File: src/rtl/core/rc_pkg.sv
`default_nettype none
// ----------------------------------------------------------------------------
// rc_pkg
// Shared types, symbol codes and the digit-to-character function of the radix
// converter.
// ----------------------------------------------------------------------------
package rc_pkg;

  localparam int DIGIT_WIDTH = 16;
  localparam int KIND_WIDTH  = 3;
  localparam int CHAR_WIDTH  = 7;
  localparam int FD_WIDTH    = 5;
  localparam int MCNT_WIDTH  = $clog2(DIGIT_WIDTH);

  localparam logic [FD_WIDTH-1:0] FD_RESET = 5'd4;

  localparam logic [KIND_WIDTH-1:0] KIND_MINUS = 3'd0;
  localparam logic [KIND_WIDTH-1:0] KIND_INT   = 3'd1;
  localparam logic [KIND_WIDTH-1:0] KIND_POINT = 3'd2;
  localparam logic [KIND_WIDTH-1:0] KIND_FRAC  = 3'd3;
  localparam logic [KIND_WIDTH-1:0] KIND_BAD   = 3'd4;

  localparam logic [DIGIT_WIDTH-1:0] BASE_MIN   = 16'd2;
  localparam logic [DIGIT_WIDTH-1:0] BASE_ASCII = 16'd62;
  localparam logic [CHAR_WIDTH-1:0]  CHAR_MINUS = 7'd45;
  localparam logic [CHAR_WIDTH-1:0]  CHAR_POINT = 7'd46;

  typedef struct packed {
    logic                  load;
    logic                  div_init;
    logic                  div_step;
    logic                  store;
    logic                  rd;
    logic                  mul_init;
    logic                  mul_step;
    logic                  frac_next;
    logic                  emit;
    logic [KIND_WIDTH-1:0] kind;
    logic                  last;
  } rc_cmd_t;

  typedef struct packed {
    logic bad_base;
    logic neg_nz;
    logic frac_nz;
    logic div_last;
    logic quot_zero;
    logic count_zero;
    logic frac_left_zero;
    logic frac_left_one;
    logic mul_last;
  } rc_status_t;

  function automatic logic [CHAR_WIDTH-1:0] ascii_of(input logic [DIGIT_WIDTH-1:0] d,
                                                     input logic base_small);
    logic [DIGIT_WIDTH-1:0] c;
    begin
      if (!base_small) begin
        c = '0;
      end else if (d < 16'd10) begin
        c = d + 16'd48;
      end else if (d <= 16'd35) begin
        c = d + 16'd55;
      end else begin
        c = d + 16'd61;
      end
      return c[CHAR_WIDTH-1:0];
    end
  endfunction

endpackage
`default_nettype wire

File: src/rtl/core/radix_converter.sv
`default_nettype none
// ----------------------------------------------------------------------------
// radix_converter
// Converts a sign-magnitude number with a fixed-point fraction into a stream
// of digit symbols in a selectable base.
// ----------------------------------------------------------------------------
// A conversion starts at a clock edge with start high and busy low. Symbols
// leave one per strobe on symbol_valid, each for one cycle only, and the
// receiver cannot stall them. A base below 2 produces its single error symbol
// in the cycle after start and busy stays low. Otherwise busy is high for the
// whole conversion, which runs the bit-serial divider, one quotient bit per
// cycle for every integer digit, and, when the fraction is nonzero, the
// shift-add multiplier, one base bit per cycle for every fraction digit.
// frac_digits is written through its valid/ready channel while busy is low.
// ----------------------------------------------------------------------------
module radix_converter import rc_pkg::*; #(
  parameter int INT_WIDTH       = 31,
  parameter int FRAC_WIDTH      = 32,
  parameter int MAX_FRAC_DIGITS = 16
) (
  input  wire                     clk,
  input  wire                     rst,
  input  wire                     start,
  output logic                    busy,
  input  wire                     negative,
  input  wire  [INT_WIDTH-1:0]    int_magnitude,
  input  wire  [FRAC_WIDTH-1:0]   fraction,
  input  wire  [DIGIT_WIDTH-1:0]  target_base,
  input  wire                     frac_digits_valid,
  output logic                    frac_digits_ready,
  input  wire  [FD_WIDTH-1:0]     frac_digits,
  output logic                    symbol_valid,
  output logic [KIND_WIDTH-1:0]   symbol_kind,
  output logic [DIGIT_WIDTH-1:0]  digit_value,
  output logic [CHAR_WIDTH-1:0]   char_code,
  output logic                    last_symbol
);

  rc_cmd_t    cmd;
  rc_status_t status;

  assign frac_digits_ready = !busy;

  rc_ctrl u_ctrl (
    .clk    (clk),
    .rst    (rst),
    .start  (start),
    .busy   (busy),
    .status (status),
    .cmd    (cmd)
  );

  rc_datapath #(
    .INT_WIDTH       (INT_WIDTH),
    .FRAC_WIDTH      (FRAC_WIDTH),
    .MAX_FRAC_DIGITS (MAX_FRAC_DIGITS)
  ) u_datapath (
    .clk           (clk),
    .rst           (rst),
    .negative      (negative),
    .int_magnitude (int_magnitude),
    .fraction      (fraction),
    .target_base   (target_base),
    .cfg_we        (frac_digits_valid && frac_digits_ready),
    .cfg_data      (frac_digits),
    .cmd           (cmd),
    .status        (status),
    .symbol_valid  (symbol_valid),
    .symbol_kind   (symbol_kind),
    .digit_value   (digit_value),
    .char_code     (char_code),
    .last_symbol   (last_symbol)
  );

endmodule
`default_nettype wire

File: src/rtl/core/rc_datapath.sv
`default_nettype none
// ----------------------------------------------------------------------------
// rc_datapath
// Bit-serial divider, digit buffer, shift-add multiplier, frac_digits register
// and the registered symbol output.
// ----------------------------------------------------------------------------
module rc_datapath import rc_pkg::*; #(
  parameter int INT_WIDTH       = 31,
  parameter int FRAC_WIDTH      = 32,
  parameter int MAX_FRAC_DIGITS = 16
) (
  input  wire                        clk,
  input  wire                        rst,
  input  wire                        negative,
  input  wire  [INT_WIDTH-1:0]       int_magnitude,
  input  wire  [FRAC_WIDTH-1:0]      fraction,
  input  wire  [DIGIT_WIDTH-1:0]     target_base,
  input  wire                        cfg_we,
  input  wire  [FD_WIDTH-1:0]        cfg_data,
  input  wire  rc_cmd_t              cmd,
  output rc_status_t                 status,
  output logic                       symbol_valid,
  output logic [KIND_WIDTH-1:0]      symbol_kind,
  output logic [DIGIT_WIDTH-1:0]     digit_value,
  output logic [CHAR_WIDTH-1:0]      char_code,
  output logic                       last_symbol
);

  localparam int CW   = $clog2(INT_WIDTH + 1);
  localparam int AW   = $clog2(INT_WIDTH);
  localparam int DCW  = $clog2(INT_WIDTH);
  localparam int FCW  = $clog2(MAX_FRAC_DIGITS + 1);
  localparam int PW   = FRAC_WIDTH + DIGIT_WIDTH;

  logic [FD_WIDTH-1:0]    nf_cfg;
  logic [DIGIT_WIDTH-1:0] base_reg;
  logic                   neg_nz;
  logic                   frac_nz;
  logic [INT_WIDTH-1:0]   quotient_reg;
  logic [DIGIT_WIDTH-1:0] rem;
  logic [DCW-1:0]         div_cnt;
  logic [CW-1:0]          digit_count;
  logic [DIGIT_WIDTH-1:0] digit_buffer [INT_WIDTH];
  logic [DIGIT_WIDTH-1:0] rd_data;
  logic [PW-1:0]          fraction_acc;
  logic [PW-1:0]          mcand;
  logic [DIGIT_WIDTH-1:0] mult;
  logic [MCNT_WIDTH-1:0]  mul_cnt;
  logic [FCW-1:0]         frac_left;

  logic [DIGIT_WIDTH:0]   rem_sh;
  logic                   q_bit;
  logic [DIGIT_WIDTH:0]   rem_next;
  logic [FCW-1:0]         nf_sat;
  logic                   base_small;
  logic [DIGIT_WIDTH-1:0] frac_digit;
  logic [DIGIT_WIDTH-1:0] val_next;
  logic [CHAR_WIDTH-1:0]  char_next;

  // restoring division step
  always_comb begin
    rem_sh   = {rem, quotient_reg[INT_WIDTH-1]};
    q_bit    = (rem_sh >= {1'b0, base_reg});
    rem_next = q_bit ? (rem_sh - {1'b0, base_reg}) : rem_sh;
  end

  always_comb begin
    if ({{(32-FD_WIDTH){1'b0}}, nf_cfg} > 32'(MAX_FRAC_DIGITS)) begin
      nf_sat = FCW'(MAX_FRAC_DIGITS);
    end else begin
      nf_sat = FCW'(nf_cfg);
    end
  end

  assign base_small = (base_reg < BASE_ASCII);
  assign frac_digit = fraction_acc[PW-1:FRAC_WIDTH];

  always_comb begin
    val_next  = '0;
    char_next = '0;
    case (cmd.kind)
      KIND_MINUS: begin
        char_next = base_small ? CHAR_MINUS : '0;
      end
      KIND_INT: begin
        val_next  = rd_data;
        char_next = ascii_of(rd_data, base_small);
      end
      KIND_POINT: begin
        char_next = base_small ? CHAR_POINT : '0;
      end
      KIND_FRAC: begin
        val_next  = frac_digit;
        char_next = ascii_of(frac_digit, base_small);
      end
      default: begin
        val_next  = '0;
        char_next = '0;
      end
    endcase
  end

  always_comb begin
    status.bad_base       = (target_base < BASE_MIN);
    status.neg_nz         = neg_nz;
    status.frac_nz        = frac_nz;
    status.div_last       = (div_cnt == '0);
    status.quot_zero      = (quotient_reg == '0);
    status.count_zero     = (digit_count == '0);
    status.frac_left_zero = (frac_left == '0);
    status.frac_left_one  = (frac_left == FCW'(1));
    status.mul_last       = (mul_cnt == '0);
  end

  // control registers
  always_ff @(posedge clk) begin
    if (rst) begin
      nf_cfg       <= FD_RESET;
      symbol_valid <= 1'b0;
    end else begin
      if (cfg_we) begin
        nf_cfg <= cfg_data;
      end
      symbol_valid <= cmd.emit;
    end
  end

  // digit buffer
  always_ff @(posedge clk) begin
    if (cmd.store) begin
      digit_buffer[digit_count[AW-1:0]] <= rem;
    end
    if (cmd.rd) begin
      rd_data <= digit_buffer[AW'(digit_count - CW'(1))];
    end
  end

  always_ff @(posedge clk) begin
    if (cmd.load) begin
      base_reg     <= target_base;
      neg_nz       <= negative && ((int_magnitude != '0) || (fraction != '0));
      frac_nz      <= (fraction != '0);
      quotient_reg <= int_magnitude;
      digit_count  <= '0;
      fraction_acc <= {{DIGIT_WIDTH{1'b0}}, fraction};
      frac_left    <= nf_sat;
    end
    if (cmd.div_init) begin
      rem     <= '0;
      div_cnt <= DCW'(INT_WIDTH - 1);
    end
    if (cmd.div_step) begin
      rem          <= rem_next[DIGIT_WIDTH-1:0];
      quotient_reg <= {quotient_reg[INT_WIDTH-2:0], q_bit};
      div_cnt      <= div_cnt - DCW'(1);
    end
    if (cmd.store) begin
      digit_count <= digit_count + CW'(1);
    end
    if (cmd.rd) begin
      digit_count <= digit_count - CW'(1);
    end
    if (cmd.mul_init) begin
      mcand        <= {{DIGIT_WIDTH{1'b0}}, fraction_acc[FRAC_WIDTH-1:0]};
      fraction_acc <= '0;
      mult         <= base_reg;
      mul_cnt      <= MCNT_WIDTH'(DIGIT_WIDTH - 1);
    end
    if (cmd.mul_step) begin
      if (mult[0]) begin
        fraction_acc <= fraction_acc + mcand;
      end
      mcand   <= {mcand[PW-2:0], 1'b0};
      mult    <= {1'b0, mult[DIGIT_WIDTH-1:1]};
      mul_cnt <= mul_cnt - MCNT_WIDTH'(1);
    end
    if (cmd.frac_next) begin
      frac_left <= frac_left - FCW'(1);
    end
    if (cmd.emit) begin
      symbol_kind <= cmd.kind;
      digit_value <= val_next;
      char_code   <= char_next;
      last_symbol <= cmd.last;
    end
  end

endmodule
`default_nettype wire

File: src/rtl/core/rc_ctrl.sv
`default_nettype none
// ----------------------------------------------------------------------------
// rc_ctrl
// Sequencer of the radix converter: sign, integer digit division and readback,
// radix point and fraction digit multiplication.
// ----------------------------------------------------------------------------
module rc_ctrl import rc_pkg::*; (
  input  wire             clk,
  input  wire             rst,
  input  wire             start,
  output logic            busy,
  input  wire rc_status_t status,
  output rc_cmd_t         cmd
);

  localparam logic [2:0] S_IDLE  = 3'd0;
  localparam logic [2:0] S_SIGN  = 3'd1;
  localparam logic [2:0] S_DIV   = 3'd2;
  localparam logic [2:0] S_STORE = 3'd3;
  localparam logic [2:0] S_RD    = 3'd4;
  localparam logic [2:0] S_INT   = 3'd5;
  localparam logic [2:0] S_POINT = 3'd6;
  localparam logic [2:0] S_MUL   = 3'd7;

  logic [2:0] state;
  logic [2:0] state_next;
  logic       in_frac;
  logic       in_frac_next;

  assign busy = (state != S_IDLE);

  always_comb begin
    state_next   = state;
    in_frac_next = in_frac;
    cmd          = '0;
    case (state)
      S_IDLE: begin
        if (start) begin
          if (status.bad_base) begin
            cmd.emit = 1'b1;
            cmd.kind = KIND_BAD;
            cmd.last = 1'b1;
          end else begin
            cmd.load   = 1'b1;
            state_next = S_SIGN;
          end
        end
      end
      S_SIGN: begin
        cmd.emit     = status.neg_nz;
        cmd.kind     = KIND_MINUS;
        cmd.div_init = 1'b1;
        state_next   = S_DIV;
      end
      S_DIV: begin
        cmd.div_step = 1'b1;
        if (status.div_last) begin
          state_next = S_STORE;
        end
      end
      S_STORE: begin
        cmd.store = 1'b1;
        if (!status.quot_zero) begin
          cmd.div_init = 1'b1;
          state_next   = S_DIV;
        end else begin
          state_next = S_RD;
        end
      end
      S_RD: begin
        cmd.rd     = 1'b1;
        state_next = S_INT;
      end
      S_INT: begin
        cmd.emit = 1'b1;
        cmd.kind = KIND_INT;
        cmd.last = status.count_zero && !status.frac_nz;
        if (!status.count_zero) begin
          state_next = S_RD;
        end else if (status.frac_nz) begin
          state_next = S_POINT;
        end else begin
          state_next = S_IDLE;
        end
      end
      S_POINT: begin
        cmd.emit = 1'b1;
        cmd.kind = KIND_POINT;
        cmd.last = status.frac_left_zero;
        if (status.frac_left_zero) begin
          state_next = S_IDLE;
        end else begin
          cmd.mul_init = 1'b1;
          in_frac_next = 1'b0;
          state_next   = S_MUL;
        end
      end
      S_MUL: begin
        if (in_frac) begin
          // fraction digit ready in the product's upper bits
          cmd.emit      = 1'b1;
          cmd.kind      = KIND_FRAC;
          cmd.last      = status.frac_left_one;
          cmd.frac_next = 1'b1;
          in_frac_next  = 1'b0;
          if (status.frac_left_one) begin
            state_next = S_IDLE;
          end else begin
            cmd.mul_init = 1'b1;
          end
        end else begin
          cmd.mul_step = 1'b1;
          if (status.mul_last) begin
            in_frac_next = 1'b1;
          end
        end
      end
      default: begin
        state_next = S_IDLE;
      end
    endcase
  end

  always_ff @(posedge clk) begin
    if (rst) begin
      state   <= S_IDLE;
      in_frac <= 1'b0;
    end else begin
      state   <= state_next;
      in_frac <= in_frac_next;
    end
  end

endmodule
`default_nettype wire
File: config.mk
export PLATFORM = sky130hd
export DESIGN_NAME = radix_converter
export DESIGN_NICKNAME = d
export VERILOG_FILES = /design/src/rtl/core/rc_pkg.sv /design/src/rtl/core/radix_converter.sv /design/src/rtl/core/rc_datapath.sv /design/src/rtl/core/rc_ctrl.sv
export SDC_FILE = /design/constraint.sdc
export NUM_CORES = 1
export LEC_CHECK = 0
export ABC_AREA = 1
export BUFFER_PORTS_ARGS = -buffer_cell sky130_fd_sc_hd__buf_2
export CORE_MARGIN = 2
export CORE_UTILIZATION = 56
export DETAILED_ROUTE_END_ITERATION = 12
export PLACE_DENSITY = 0.73
export SLEW_MARGIN = 20
export SYNTH_ARGS = -nofsm -noshare
export SYNTH_HDL_FRONTEND = slang
export SYNTH_SLANG_ARGS = --single-unit
File: constraint.sdc
create_clock -name clk -period 3.3 [get_ports clk]
set_clock_uncertainty 0.05 [all_clocks]
set_input_delay 0 -clock clk [delete_from_list [all_inputs] [get_ports clk]]
set_output_delay 0 -clock clk [all_outputs]
set_load 0.005 [all_outputs]
==> results of run 1 <==
==> cell families after synthesis <==
| group | count (synthesis) |
|---|---|
| AND/OR/NAND/NOR | 1542 |
| flip-flops | 745 |
| AO/OA/AOI/OAI | 741 |
| buffers and inverters | 552 |
| adder cells (fa/ha/maj) | 87 |
| XOR/XNOR | 42 |
==> critical path, stage by stage, from the launching register on <==
cell and delay (ns):
edfxtp_1 0.57, inv_1 0.20, ha_1 0.26, o21ai_0 0.08
nand2_1 0.07, nor3_1 0.19, nand2_1 0.10, inv_1 0.10
fa_1 0.17, inv_1 0.07, a21oi_1 0.12, o21ai_0 0.16
or2_2 0.32, nand3_1 0.09, a21oi_1 0.07
==> where the power goes <==
group          leakage [nW]  switching [mW]  internal (mW)
Sequential             6.82           0.415           12.2
Clock                  1.21            3.71           4.89
Combinational          8.29            8.95           3.68
Total                  16.3            13.1           20.8
==> timing repair <==
item / in CTS / in global routing
endpoints found under the setup margin: 0 / 0
hold buffers: 100 / 0
endpoints found under the hold margin: 92 / 0
gates resized for setup: 0 / 0
==> layer usage <==
metal | GRT usage, % | vias to the layer above | wire length, um
li1 | - | 13100 | -
met1 | 40.0 | 13100 | 39400
met2 | 47.4 | 1294 | 45300
met3 | 3.97 | 240 | 7660
met4 | 12.4 | 2 | 4170
met5 | 0 | - | 12
==> synth_stat cells (2+ instances only) <==
master      n
nand2_1   861
edfxtp_1  685
nor2_1    495
o21ai_0   422
inv_1     393
nand3_1   113
o22ai_1    99
a21oi_1    87
ha_1       83
clkbuf_1   67
dfxtp_1    60
buf_2      56
o211ai_1   56
o21ai_1    36
xnor2_1    25
nand4_1    22
nor4_1     16
o221ai_1   16
xor2_1     15
nor3_1     13
buf_4      12
buf_6       8
inv_2       8
a21o_1      5
nand3b_1    5
nor2_2      5
a31oi_1     4
fa_1        4
nand2_2     4
o31ai_1     4
a22o_1      3
buf_1       3
o21bai_1    3
or2_2       3
a41oi_1     2
clkbuf_2    2
inv_4       2
==> area by class of cell <==
class	count	area [um^2]	area share (%)
Clock buffer	97	2070	5.06
Clock inverter	44	418	1.02
Antenna cell	1	2.50	0.00610
Multi-Input combinational cell	2412	11800	28.7
Sequential cell	745	21800	53.1
Inverter	404	1520	3.72
Tap cell	846	1060	2.58
Timing Repair Buffer	314	2390	5.82
==> final timing paths <==
| path | to | slack [ns] | cells past startpoint | startpoint |
|---|---|---|---|---|
| worst max-delay path | u_datapath.char_code[4]$_DFFE_PP_ | 0.41 | 14 | u_datapath.rd_data[4]$_DFFE_PP_ |
| worst min-delay path | u_datapath.base_reg[0]$_DFFE_PP_ | 0.04 | 2 | target_base[0] |
| worst max register to register | u_datapath.char_code[4]$_DFFE_PP_ | 0.41 | 14 | u_datapath.rd_data[4]$_DFFE_PP_ |
| worst min register to register | u_datapath.fraction_acc[40]$_DFF_P_ | 0.45 | 2 | u_datapath.fraction_acc[40]$_DFF_P_ |
==> through the flow <==
step                      worst slack, ns  cells  area, um^2  hold slack [ns]
after detailed placement            0.502   4621       37500            0.138
after global placement              0.457   4621       37500            0.140
after CTS                           0.483   4862       41000           0.0223
after global routing                0.110   4863       41000           0.0406
after floorplan                     0.137   3709       35800           0.0191
final                               0.412   4863       41000           0.0449
==> results.json, run 1 <==
{
  "outcome": "completed",
  "avgSynthCellArea_um2": 9.64,
  "overflow": 0,
  "critPathMaxFanout": 5,
  "synth_top_family_by_area": "simple AND/OR/NAND/NOR gates",
  "cp_data_required_time_ns": 3.63,
  "first_pass_iters": 6,
  "cts_sinks": 745,
  "start_kind": "flop",
  "antenna_found_initial": 2,
  "htreeDepth": 3,
  "grt_start_max_net_pins": 137,
  "final_nets": 4131,
  "grt_pass1_wl_um": 150000,
  "power.leakage_nw": 16.3,
  "cellPowerDensity_nw_per_um2": 826,
  "synth_nets": 3885,
  "grt_pass1_vias": 26700,
  "netlist_instances": 3709,
  "path_class": "reg -> reg",
  "yosys.area_share.adder_pct": 3.13,
  "ant_nets": 0,
  "post-route-util_pct": 65.0,
  "num_rows": 92,
  "synth_top_area_share_pct": 57.5,
  "fmax_ghz": 0.346,
  "hpwl_um": 62000,
  "yosys.area_share.simple_pct": 17.2,
  "fin_setup_tns_ns": 0,
  "synthTopCellsByArea": "edfxtp_1 58%, nand2_1 9.0%, o21ai_0 5.9%",
  "gp_congestion": 0.995,
  "endpoint_kind": "flop",
  "clockBufferDepth": 3,
  "vias_per_cell": 5.71,
  "clk_pin_slew_ns": 0.07,
  "total_power_mw": 33.9,
  "setup_viol": 0,
  "drc_errors": 0,
  "wl_um": 96500,
  "synthToLayoutAreaGrowth_pct": 14.7,
  "synth_edf_count": 685,
  "largest_reg_flops": 496,
  "dieArea_um2": 65900,
  "cts_buffers": 78,
  "root_buffer": "clkbuf_16",
  "cts_tree": "built",
  "final_cell_mix": "859 x nand2_1, 685 x edfxtp_1, 494 x nor2_1",
  "ios": 119,
  "hold_viol_final": 0,
  "wl_per_cell_um": 19.9,
  "initial_utilization_pct": 56.7,
  "slew_viol_final": 0,
  "ys.warnings.count": 0,
  "vdd_drop_max_v": 0.000858,
  "postCtsSetupBuffers": 0,
  "worstHoldPathType": "in -> reg",
  "rsz0062_at_grt": "false",
  "synthArstFlopShare_pct": 0,
  "slew_headroom_pct": 46.4,
  "syn_area_um2": 35800,
  "drtIter0Drc": 3299,
  "vias": 27800,
  "layout_commonest_cell": "nand2_1",
  "dieHeight_um": 257,
  "fin_crit_sh_pct": 87.5,
  "synth-compound-area-share_pct": 11.5,
  "synth.largest_area_cell": "edfxtp_1",
  "port_buffers": 118,
  "n_fill_cell": 4959,
  "critPathArrivalTime_ns": 3.21,
  "track_usage_pct": 29.3,
  "synth_ff_type": "edfxtp_1",
  "synth_seq_cells": 745,
  "insertion_delay_ns": 0.64,
  "period_needed_ns": 2.89,
  "coreArea_um2": 63100,
  "worst_slew_pin_slew_ns": 0.804,
  "drive_gt1_share_pct": 9.01,
  "ys_seq_area_share_pct": 60.9,
  "die_w_um": 257,
  "synthXorXnorAreaFrac_pct": 1.07,
  "cap_violations": 0,
  "synthMuxAreaShare_pct": 0,
  "ys_types": 49
}
(Power assumes the default switching activity.)
==> inputs of run 2 (changes only) <==
--- a/config.mk
+++ b/config.mk
@@ -11,6 +11,7 @@
 export CORE_UTILIZATION = 56
 export DETAILED_ROUTE_END_ITERATION = 12
 export PLACE_DENSITY = 0.73
+export RECOVER_POWER = 50
 export SLEW_MARGIN = 20
 export SYNTH_ARGS = -nofsm -noshare
 export SYNTH_HDL_FRONTEND = slang
==> run 2 against run 1 <==
  * The flow now finishes with violations (max-capacitance violations, max-slew violations)
  * Clock-buffer cell count stayed put
  * First-iteration DRC count is 2.9% higher
  * Global-route usage stayed put
  * Via count hardly changed
==> results.json, run 2 (synthesized netlist as in run 1, its figures left out) <==
{
  "fin_crit_sh_pct": 94.0,
  "cap_violations": 15,
  "drtIter0Drc": 3395,
  "wl_per_cell_um": 19.9,
  "htreeDepth": 3,
  "grt_pass1_wl_um": 150000,
  "ios": 119,
  "die_w_um": 257,
  "n_fill_cell": 5019,
  "antenna_found_initial": 2,
  "crit_slowest_cell": "clkbuf_1",
  "crit_top_cell": "nor2_1",
  "synthToLayoutAreaGrowth_pct": 14.2,
  "vias": 27800,
  "setup_viol": 0,
  "critPathArrivalTime_ns": 3.57,
  "cts_tree": "built",
  "start_kind": "flop",
  "cp.buffers_inverters": 4,
  "period_needed_ns": 3.10,
  "largest_reg_flops": 496,
  "initial_utilization_pct": 56.7,
  "postCtsSetupBuffers": 0,
  "fmax_ghz": 0.323,
  "worst_slew_pin_slew_ns": 2.04,
  "hold_viol_final": 0,
  "grt_pass1_vias": 26700,
  "hpwl_um": 62000,
  "track_usage_pct": 29.3,
  "reg2reg_slack_ns": 0.20,
  "outcome": "finished with violations",
  "cts_buffers": 78,
  "coreArea_um2": 63100,
  "path_class": "reg -> reg",
  "drive_gt1_share_pct": 7.59,
  "clk_pin_slew_ns": 0.07,
  "critPathMaxFanout": 22,
  "path_cells": "nand2_1 > nor2_1 > inv_2 > nor2_1 > inv_1 > clkbuf_1 > nand2_1 > nor2_1 > a21oi_1 > dlygate4sd3_1",
  "post_cts_resized": 0,
  "overflow": 0,
  "dieHeight_um": 257,
  "layout_commonest_cell": "nand2_1",
  "fin_hold_ws_ns": 0.0365,
  "fin_setup_tns_ns": 0,
  "final_nets": 4131,
  "cp_top_family": "buffers and inverters",
  "worstHoldPathType": "in -> reg",
  "cts_sinks": 745,
  "vdd_drop_max_v": 0.000855,
  "wl_um": 96700,
  "insertion_delay_ns": 0.65,
  "slowest_delay_ns": 1.00,
  "placed_area_um2": 37500,
  "cp-startpoint": "u_ctrl.state[0]$_SDFFE_PP0P_",
  "cp_data_required_time_ns": 3.77,
  "slew_viol_final": 511,
  "slew_headroom_pct": -35.9,
  "final_cell_mix": "861 x nand2_1, 685 x edfxtp_1, 497 x nor2_1",
  "gp_congestion": 0.995,
  "root_buffer": "clkbuf_16",
  "rr_startpoint": "u_ctrl.state[0]$_SDFFE_PP0P_",
  "hold_buffers": 100,
  "clockBufferDepth": 3,
  "num_rows": 92,
  "grt_start_max_net_pins": 137,
  "vias_per_cell": 5.72,
  "hp-start": "target_base[0]",
  "rsz0062_at_grt": "false",
  "cellPowerDensity_nw_per_um2": 828,
  "drc_errors": 0,
  "endpoint_kind": "flop",
  "port_buffers": 118,
  "dp_cells": 4621,
  "first_pass_iters": 6,
  "ant_nets": 0,
  "fin_area_um2": 40800,
  "layout.cells.non_filler": 4863,
  "power.leakage_nw": 16.2,
  "violations": "max-capacitance violations, max-slew violations",
  "dieArea_um2": 65900
}
[run 2: power by group]
part	internal (mW)	total, mW	leakage, nW	switching [mW]
Clock	4.89	8.60	1.21	3.71
Sequential	12.3	12.7	6.82	0.407
Combinational	3.58	12.5	8.12	8.95
Total	20.8	33.8	16.2	13.1
[run 2: final timing paths]
| kind | to | cells past startpoint |
|---|---|---|
| setup / recovery | u_ctrl.state[1]$_SDFFE_PP0P_ | 10 |
| hold / removal | u_datapath.base_reg[0]$_DFFE_PP_ | 2 |
| setup reg to reg | u_ctrl.state[1]$_SDFFE_PP0P_ | 10 |
| hold reg to reg | u_datapath.fraction_acc[40]$_DFF_P_ | 2 |
[run 2: layout make-up]
class                           instances  area, um^2  share of cell area (%)
Multi-Input combinational cell       2412       11800                    28.8
Tap cell                              846        1060                    2.59
Sequential cell                       745       21800                    53.3
Inverter                              404        1520                    3.73
Antenna cell                            1        2.50                 0.00613
Clock inverter                         44         418                    1.02
Timing Repair Buffer                  314        2240                    5.49
Clock buffer                           97        2070                    5.08
[run 2: per-layer routing]
metal	GRT usage, %	wire [um]	share of wire, %	vias to the layer above
met3	3.97	8110	8.4	231
met5	0	12	0.012	-
li1	-	-	-	13100
met2	47.4	45200	47	1383
met1	40.0	39000	40	13100
met4	12.4	4280	4.4	2
[run 2: stage by stage]
step	total power [mW]	util [%]	setup WS [ns]
4_1_cts	33.7	65.0	0.483
5_1_grt	35.5	64.8	0.0709
3_5_place_dp	25.1	59.5	0.502
3_3_place_gp	24.9	59.5	0.457
6_report	33.8	64.8	0.200
2_1_floorplan	20.8	-	0.137
